===== src/rtl/csc_pkg.sv =====
// shared types and codes for the circle to segment contact block
package csc_pkg;

  localparam logic [1:0] FEAT_START    = 2'd0;
  localparam logic [1:0] FEAT_END      = 2'd1;
  localparam logic [1:0] FEAT_INTERIOR = 2'd2;

  // classified request handed from the front end to the back end
  typedef struct packed {
    logic [1:0]  feature;
    logic [15:0] tag;
    logic [30:0] rad;
    logic [57:0] r2;
    logic [61:0] cr_mag;
    logic [61:0] len2;
    logic [61:0] d2;
    logic [60:0] nx_sq;
    logic [60:0] ny_sq;
    logic        nx_neg;
    logic        ny_neg;
    logic        nzero;
    logic [61:0] nlen;
  } csc_entry_t;

  typedef struct packed {
    logic       hit;
    csc_entry_t ent;
  } csc_mid_t;

  typedef struct packed {
    logic        hit;
    logic [30:0] pen;
    logic [1:0]  feature;
    logic [15:0] tag;
    logic        nx_neg;
    logic        ny_neg;
    logic        nzero;
  } csc_tail_t;

endpackage


===== src/rtl/csc_queue.sv =====
// short register queue between the front and back ends
module csc_queue #(
  parameter int DEPTH = 4
) (
  input  logic                         clk,
  input  logic                         rst_n,
  input  logic                         wr_en,
  input  csc_pkg::csc_entry_t          wr_data,
  input  logic                         rd_en,
  output csc_pkg::csc_entry_t          rd_data,
  output logic                         empty,
  output logic [$clog2(DEPTH+1)-1:0]   level
);
  import csc_pkg::*;

  localparam int PW = $clog2(DEPTH);
  localparam int LW = $clog2(DEPTH+1);

  csc_entry_t    mem_r [0:DEPTH-1];
  logic [PW-1:0] wr_ptr_r, wr_ptr_nxt;
  logic [PW-1:0] rd_ptr_r, rd_ptr_nxt;
  logic [LW-1:0] cnt_r, cnt_nxt;
  logic          do_rd;

  assign do_rd = rd_en && (cnt_r != '0);

  always_comb begin
    wr_ptr_nxt = wr_ptr_r;
    rd_ptr_nxt = rd_ptr_r;
    cnt_nxt    = cnt_r;
    if (wr_en) begin
      wr_ptr_nxt = (wr_ptr_r == PW'(DEPTH-1)) ? '0 : wr_ptr_r + 1'b1;
    end
    if (do_rd) begin
      rd_ptr_nxt = (rd_ptr_r == PW'(DEPTH-1)) ? '0 : rd_ptr_r + 1'b1;
    end
    if (wr_en && !do_rd) begin
      cnt_nxt = cnt_r + 1'b1;
    end else if (do_rd && !wr_en) begin
      cnt_nxt = cnt_r - 1'b1;
    end
  end

  always_ff @(posedge clk) begin
    if (!rst_n) begin
      wr_ptr_r <= '0;
      rd_ptr_r <= '0;
      cnt_r    <= '0;
    end else begin
      wr_ptr_r <= wr_ptr_nxt;
      rd_ptr_r <= rd_ptr_nxt;
      cnt_r    <= cnt_nxt;
    end
  end

  always_ff @(posedge clk) begin
    if (wr_en) begin
      mem_r[wr_ptr_r] <= wr_data;
    end
  end

  assign rd_data = mem_r[rd_ptr_r];
  assign empty   = (cnt_r == '0);
  assign level   = cnt_r;

endmodule


===== config.mk =====
export PLATFORM = sky130hd
export DESIGN_NAME = csc_queue
export DESIGN_NICKNAME = d
export VERILOG_FILES = /design/src/rtl/csc_pkg.sv /design/src/rtl/csc_queue.sv
export SDC_FILE = /design/constraint.sdc
export NUM_CORES = 1
export LEC_CHECK = 0
export ABC_AREA = 1
export BUFFER_PORTS_ARGS = -buffer_cell sky130_fd_sc_hd__buf_2
export CORE_UTILIZATION = 42
export DETAILED_ROUTE_END_ITERATION = 12
export GPL_TIMING_DRIVEN = 0
export REMOVE_ABC_BUFFERS = 1
export SLEW_MARGIN = 15
export SYNTH_ARGS = -nofsm -noshare
export SYNTH_HDL_FRONTEND = slang
export SYNTH_SLANG_ARGS = --single-unit

===== constraint.sdc =====
create_clock -name clk -period 12.5 [get_ports clk]
set_input_delay 0.625 -clock clk [delete_from_list [all_inputs] [get_ports clk]]
set_output_delay 0.625 -clock clk [all_outputs]
set_load 0.02 [all_outputs]

==> results of run 1 <==
## power breakdown
| group | internal (W) | total, W | switching [W] | leakage [nW] |
|---|---|---|---|---|
| Clock | 0.00327 | 0.00572 | 0.00245 | 3.09 |
| Sequential | 0.00741 | 0.00750 | 0.0000843 | 17.7 |
| Combinational | 0.00159 | 0.00545 | 0.00385 | 10.6 |
| Total | 0.0123 | 0.0187 | 0.00639 | 31.4 |
## critical path: stages (launching register included)
cell and delay (ps):
dfxtp_4 480, buf_12 240, inv_8 320, buf_16 310, buf_16 420, o21ai_0 180, o22ai_1 470, buf_2 320
## cell families (layout without fill, tap and decap cells)
group / after synthesis / in the layout / share of synthesized area (%)
xor gates and xnor gates: 1 / 1 / 0.0123
other: 0 / 27 / 0
and+or+nand+nor: 987 / 987 / 5.21
AOI/OAI and AO/OA: 1445 / 1445 / 11.0
adders and majority gates: 7 / 7 / 0.133
DFF: 1929 / 1929 / 81.1
buffers and inverters: 336 / 1888 / 2.54
## sequential cells by signal, summed over array words and instances (netlist names), named ones only
signal and cells:
level 3, rd_ptr_r 2, mem_r 1920, wr_ptr_r 2
## cell usage in the layout (no fill, tap or decap), types with 2 or more instances in the layout
cell type      netlist  final
clkinv_1             0     52
buf_12               0      8
clkinv_2             1     41
a21oi_1              3      3
diode_2              0     27
dlygate4sd3_1        0    480
inv_6                0      7
clkinv_8             0      4
clkbuf_16            0    200
bufinv_16            0     16
clkinv_4             0      2
inv_1               15     11
inv_16               0      4
o21ai_0            930    930
dfxtp_4              0      2
o21ai_1             32     32
nand2_1             13     13
dfxtp_1              9      7
nor2_1             970    970
inv_8                0      5
o22ai_1            480    480
ha_1                 6      6
buf_16               0     53
clkbuf_1           174     32
edfxtp_1          1920   1920
clkinvlp_4           0      4
clkinv_16            0      2
buf_2               71    967
## cells in the mapped netlist, drive strengths merged
library cell  count  share of area (%)
clkbuf          174               0.92
nor2            970                5.1
inv              16              0.084
clkinv            1             0.0070
buf             145                1.5
dfxtp             9               0.25
edfxtp         1920                 81
nand4             1             0.0088
ha                6               0.11
a21oi             3              0.021
xor2              1              0.012
nor3              1             0.0070
nand3b            1              0.011
o22ai           480                4.2
nand2            13              0.068
nand3             1             0.0070
o21ai           962                6.8
fa                1              0.028
## metrics by stage
step           setup TNS [ps]  total power, W  setup WS, ps  util (%)
5_1_grt                     0          0.0194          7890      53.6
3_3_place_gp                -          0.0130        -53430      46.0
6_report                    0          0.0187          8090      53.6
2_1_floorplan        -9214820          0.0110        -19200         -
4_1_cts                     0          0.0188          7990      53.6
3_5_place_dp                0          0.0130          8940      47.0
## how the worst max path moves through the flow
stage	startpoint	end	depth (start not counted)
CTS	flip-flop	rd_data[367]	7
floorplan	flip-flop	rd_data[0]	3
global route	flip-flop	rd_data[128]	7
detailed placement	flip-flop	rd_data[367]	7
finish	flip-flop	rd_data[367]	7
global placement	flip-flop	rd_data[367]	4
## layout make-up
| cell class | instances | share of cell area, % |
|---|---|---|
| diodes | 27 | 0.0751 |
| clock buffers | 232 | 5.69 |
| clock inverters | 131 | 1.31 |
| inverters | 17 | 0.127 |
| multi-input cells | 2440 | 12.9 |
| flip-flops and latches | 1929 | 64.3 |
| well taps | 2204 | 3.06 |
| repair buffers | 1508 | 12.5 |
## timing repair
item,in CTS,in global routing
buffers inserted,0,0
hold buffers,480,0
hold endpoints to repair,1920,0
## routing by layer
| metal | up-vias | track usage [%] | wire [microns] |
|---|---|---|---|
| li1 | 20800 | - | - |
| met1 | 22100 | 25.7 | 72500 |
| met2 | 1351 | 34.3 | 91000 |
| met3 | 371 | 4.82 | 11500 |
| met4 | 4 | 10.7 | 9250 |
| met5 | - | 0 | 27 |
==> results by group, run 1 <==
Outcome
  • Status: completed

Hold path
  • Hold Path Stages: 3
  • Hold crit path type: input pin to flip-flop
  • HP Start: rst_n

Logic synthesis
  • Syn. warnings: 0
  • Cells after synthesis: 4705
  • Sequential area share after synthesis: 81.1%
  • Avg Cell Area, Syn: 15.2 sq um
  • Yosys cell types: 22
  • Post-synthesis register bit count: 1929
  • Mapped Area: 71300 sq um

Clocking
  • CTS H-tree depth: 4
  • Clk sinks: 1929
  • CTS buffer count: 197
  • Clock transition time at the flip-flop clock pins of the worst setup and hold paths: 60 ps
  • Worst skew pair latency: 840 ps
  • CTS max path bufs: 3
  • CTS Root Cell: clkbuf_16
  • # resized after CTS: 0
  • CTS tree: built

Final layout
  • Finished Layout Cells: 8488
  • Nets: 6584
  • Share of cells above drive strength 1: 21.0%
  • Fillcell total: 13700
  • Area of the multi-input gates: 11600 sq um
  • Area growth, synth to finish: 26.2%
  • Reg area: 57800 sq um
  • Final instance area: 90000 sq um

Timing
  • RSZ-0062 raised after global routing: no
  • Fin. max-slew vios: 0
  • Slew @ Worst Pin: 745 ps
  • Fin crit period: 4410 ps
  • Slew HR: 50.3%
  • Final Hold Vio Count: 0
  • Final Setup Violations: 0
  • Worst Clk Skew: 21.9 ps
  • Final Cycle Share: 35.2%
  • WHS: 87.9 ps
  • Max Clock Freq: 227 MHz

Placed design
  • GP Congestion: 0.784
  • I/O Buffers: 967
  • Placed Area: 78800 sq um
  • Cells after DPL: 7618
  • Detail Placement HPWL: 109000 microns

Die
  • Die Y: 414 microns
  • Die area: 171000 sq um
  • Core Area: 168000 sq um
  • Die Wd: 414 microns
  • Initial Util: 42.5%
  • FP Rows: 150
  • I/O pin count: 968

Global routing
  • Antenna violations before repair: 34
  • Grt ovf: 0
  • Largest net degree at the start of global routing: 149
  • Vias in the first global route: 42600
  • First-pass GRT wire length: 272000 microns
  • GRT Overall Usage: 20.8%

Routing
  • Remaining antenna violation count: 0
  • DR iter-0 viols: 3354
  • Drt drc: 0
  • 1st-pass router iterations: 5
  • Routed length per instance: 21.7 microns
  • Vias/cell: 5.26
  • Drt total wl: 184000 microns
  • Total number of vias: 44600

Worst setup path
  • RR Endpoint: mem_r[2][200]$_DFFE_PP_
  • Register-to-Register Path Depth: 8
  • Crit path DAT: 3780 ps
  • Maximum fanout along the worst path: 122
  • Worst setup SP type: flip-flop
  • Req. time, crit path: 11880 ps
  • Reg2reg start: wr_ptr_r[0]$_SDFFE_PN0P_
  • Critical path type: flip-flop to output pin
  • CP Capture Type: output pin
  • Setup slack, reg-to-reg: 9450 ps

Power
  • Power density of the placed cells: 207 nW/um^2
  • Leak Pwr: 31.4 nW
  • VDD IR max: 0.160 mV

Run
  • Number of max-cap violations: 0
Power figures use the tool's default switching activity.
==> inputs of run 2 (changes only) <==
Settings changed: ABC_AREA 1 to 0.
Clock period 12.5 ns to 4.3 ns, I/O delays scaled along.
==> run 2 against run 1 <==
  * Clock-buffer cell count grew 12
  * Setup slack lost 7800 ps
  * Non-clock buffer count grew 28
  * Die area shrank 2.3%
  * Global-route usage shrank 1.8 points
  * Total power grew to 2.6 times the previous value
  * Clock power grew to 2.8 times the previous value
  * Cell count shrank 23%
  * Clock skew grew 25 ps
  * Critical path type unchanged
==> results by group, run 2 <==
Worst setup path
  • Setup slack, reg-to-reg: 1030 ps
  • Slowest cell delay on critical path: 510 ps
  • Crit-path cells: buf_16 -> buf_16 -> buf_16 -> buf_12 -> buf_16 -> buf_16 -> bufbuf_16 -> mux4_2 -> buf_2
  • Maximum fanout along the worst path: 29
  • Req. time, crit path: 4090 ps
  • Critical path type: flip-flop to output pin
  • Cell family with most CP delay: buffers and inverters
  • Crit-path slowest cell: mux4_2
  • Worst setup SP type: flip-flop
  • Crit path DAT: 3760 ps
  • Crit path buffers/inverters: 8
  • CP Capture Type: output pin
  • Most numerous cell on the critical path: buf_16

Logic synthesis
  • Mapped Area: 69600 sq um
  • Synth area leader: edfxtp_1
  • EDFF count, synth: 1920
  • Yosys cell types: 24
  • Post-synthesis register bit count: 1929
  • Syn. warnings: 0
  • Post-synth ARST share: 0%
  • Commonest cells in the netlist: edfxtp_1, mux4_2, buf_4
  • Sequential area share after synthesis: 83.1%
  • Top cells by area, synth: edfxtp_1, mux4_2, buf_6
  • Post-synth top area share: 82.8%
  • Top_reg_cell synth: edfxtp_1
  • Cells after synthesis: 2552
  • Avg Cell Area, Syn: 27.3 sq um
  • Count leader, synth: edfxtp_1

Die
  • Die area: 167000 sq um
  • Die Y: 409 microns
  • FP Rows: 149
  • Die Wd: 409 microns
  • Core Area: 165000 sq um
  • Initial Util: 42.2%
  • I/O pin count: 968

Final layout
  • Final instance area: 89600 sq um
  • Most common cell after layout, fill and taps aside: edfxtp_1
  • Nets: 4666
  • Share of cells above drive strength 1: 41.4%
  • Area growth, synth to finish: 28.6%
  • Biggest register: mem_r
  • Max reg flops: 1920
  • Commonest cells after routing, fill and taps aside: edfxtp_1, buf_2, dlygate4sd3_1
  • Finished Layout Cells: 6553

Routing
  • Remaining antenna violation count: 0
  • Total number of vias: 33500
  • DR iter-0 viols: 2447
  • Routed length per instance: 24.5 microns
  • Drt total wl: 161000 microns
  • Vias/cell: 5.12
  • 1st-pass router iterations: 5
  • Drt drc: 0

Global routing
  • Antenna violations before repair: 32
  • Grt ovf: 0
  • Largest net degree at the start of global routing: 49
  • GRT Overall Usage: 19.0%
  • First-pass GRT wire length: 233000 microns
  • Vias in the first global route: 34800

Clocking
  • Clk sinks: 1929
  • Worst skew pair latency: 830 ps
  • CTS tree: built
  • CTS H-tree depth: 4
  • CTS buffer count: 192
  • CTS max path bufs: 3
  • CTS Root Cell: clkbuf_16
  • Clock transition time at the flip-flop clock pins of the worst setup and hold paths: 60 ps

Timing
  • Worst Clk Skew: 46.9 ps
  • Setup TNS: 0 ps
  • Slew HR: 50.5%
  • Fin crit period: 3980 ps
  • RSZ-0062 raised after global routing: no
  • Final Setup Violations: 0
  • Final Cycle Share: 92.6%
  • Fin. max-slew vios: 0
  • Final Hold Vio Count: 0
  • Setup ws final: 320 ps
  • Max Clock Freq: 251 MHz
  • Slew @ Worst Pin: 736 ps

Placed design
  • GP Congestion: 0.751
  • Cells after DPL: 5680
  • Post-Place Worst Slack: 352 ps
  • Detail Placement HPWL: 105000 microns
  • I/O Buffers: 967
  • Placed Area: 78500 sq um

Power
  • Total power after layout: 0.0494 W
  • VDD IR max: 0.399 mV
  • Leak Pwr: 30.0 nW
  • Power density of the placed cells: 552 nW/um^2

Hold path
  • Hold crit path type: input pin to flip-flop

Run
  • Number of max-cap violations: 0

Outcome
  • Status: completed
[run 2: cell types whose count changed in the layout (fill, tap and decap cells not counted), sizes merged, moves of 4 or more]
cell / delta
and2: +5
buf: +20
bufinv: -8
clkbuf: +13
clkinv: -10
dlygate4sd3: +4
inv: -15
mux4: +480
nand2: -11
nor2: -968
o21ai: -959
o22ai: -480
[run 2: area by class of cell]
type,instances,area (sq um)
diodes,28,70.1
clock buffers,244,5060
clock inverters,111,896
fillers,12500,75200
inverters,3,11.3
multi-input cells,513,11100
flip-flops and latches,1929,57800
well taps,2189,2740
repair buffers,1536,11900
[run 2: final timing paths]
kind	startpoint	to	cells after the start
setup / recovery	flip-flop	rd_data[184]	9
hold / removal	wr_data[110]	mem_r[2][110]$_DFFE_PP_	2
setup reg to reg	wr_ptr_r[0]$_SDFFE_PN0P_	mem_r[3][136]$_DFFE_PP_	7
hold reg to reg	rd_ptr_r[1]$_SDFFE_PN0P_	flip-flop	2
[run 2: metrics by stage]
step / util (%) / hold WS (ps)
after global placement: 46.4 / 429
after floorplan: - / 314
after CTS: 54.3 / 16.5
after global routing: 54.3 / 64.0
final: 54.3 / 130
after detailed placement: 47.7 / 430
[run 2: cell families (layout without fill, tap and decap cells)]
kind of cell,Yosys count,after routing,share of synthesized area [%]
muxes,483,483,15.6
DFF,1929,1929,83.1
AOI/OAI and AO/OA,5,5,0.0431
and+or+nand+nor,16,16,0.124
buffers and inverters,110,1894,1.02
adders and majority gates,7,7,0.137
other,0,28,0
xor gates and xnor gates,2,2,0.0252
[run 2: routing by layer]
metal	vias up	share of wire [%]	track usage [%]
met4	16	3.4	7.47
met5	-	0.057	0
li1	14500	-	-
met1	17600	39	24.2
met3	276	8.3	6.22
met2	1132	49	30.3
[run 2: worst reg2reg max path: stages (launching register included)]
cell and delay (ps):
dfxtp_1 410, ha_1 200, and2_4 610, buf_16 390, buf_16 320, buf_16 280, buf_16 340, buf_16 320
[run 2: what timing repair did]
item                        CTS  global route
setup endpoints to repair    89            16
resized for setup             0             0
hold buffers                484             0
hold endpoints to repair   1954             0
gates cloned                  3             1
setup buffers                 2             0
[run 2: report_power, final]
group / switching, W / internal, W
clock network: 0.00696 / 0.00884
registers: 0.000186 / 0.0216
logic: 0.00675 / 0.00511
total: 0.0139 / 0.0355
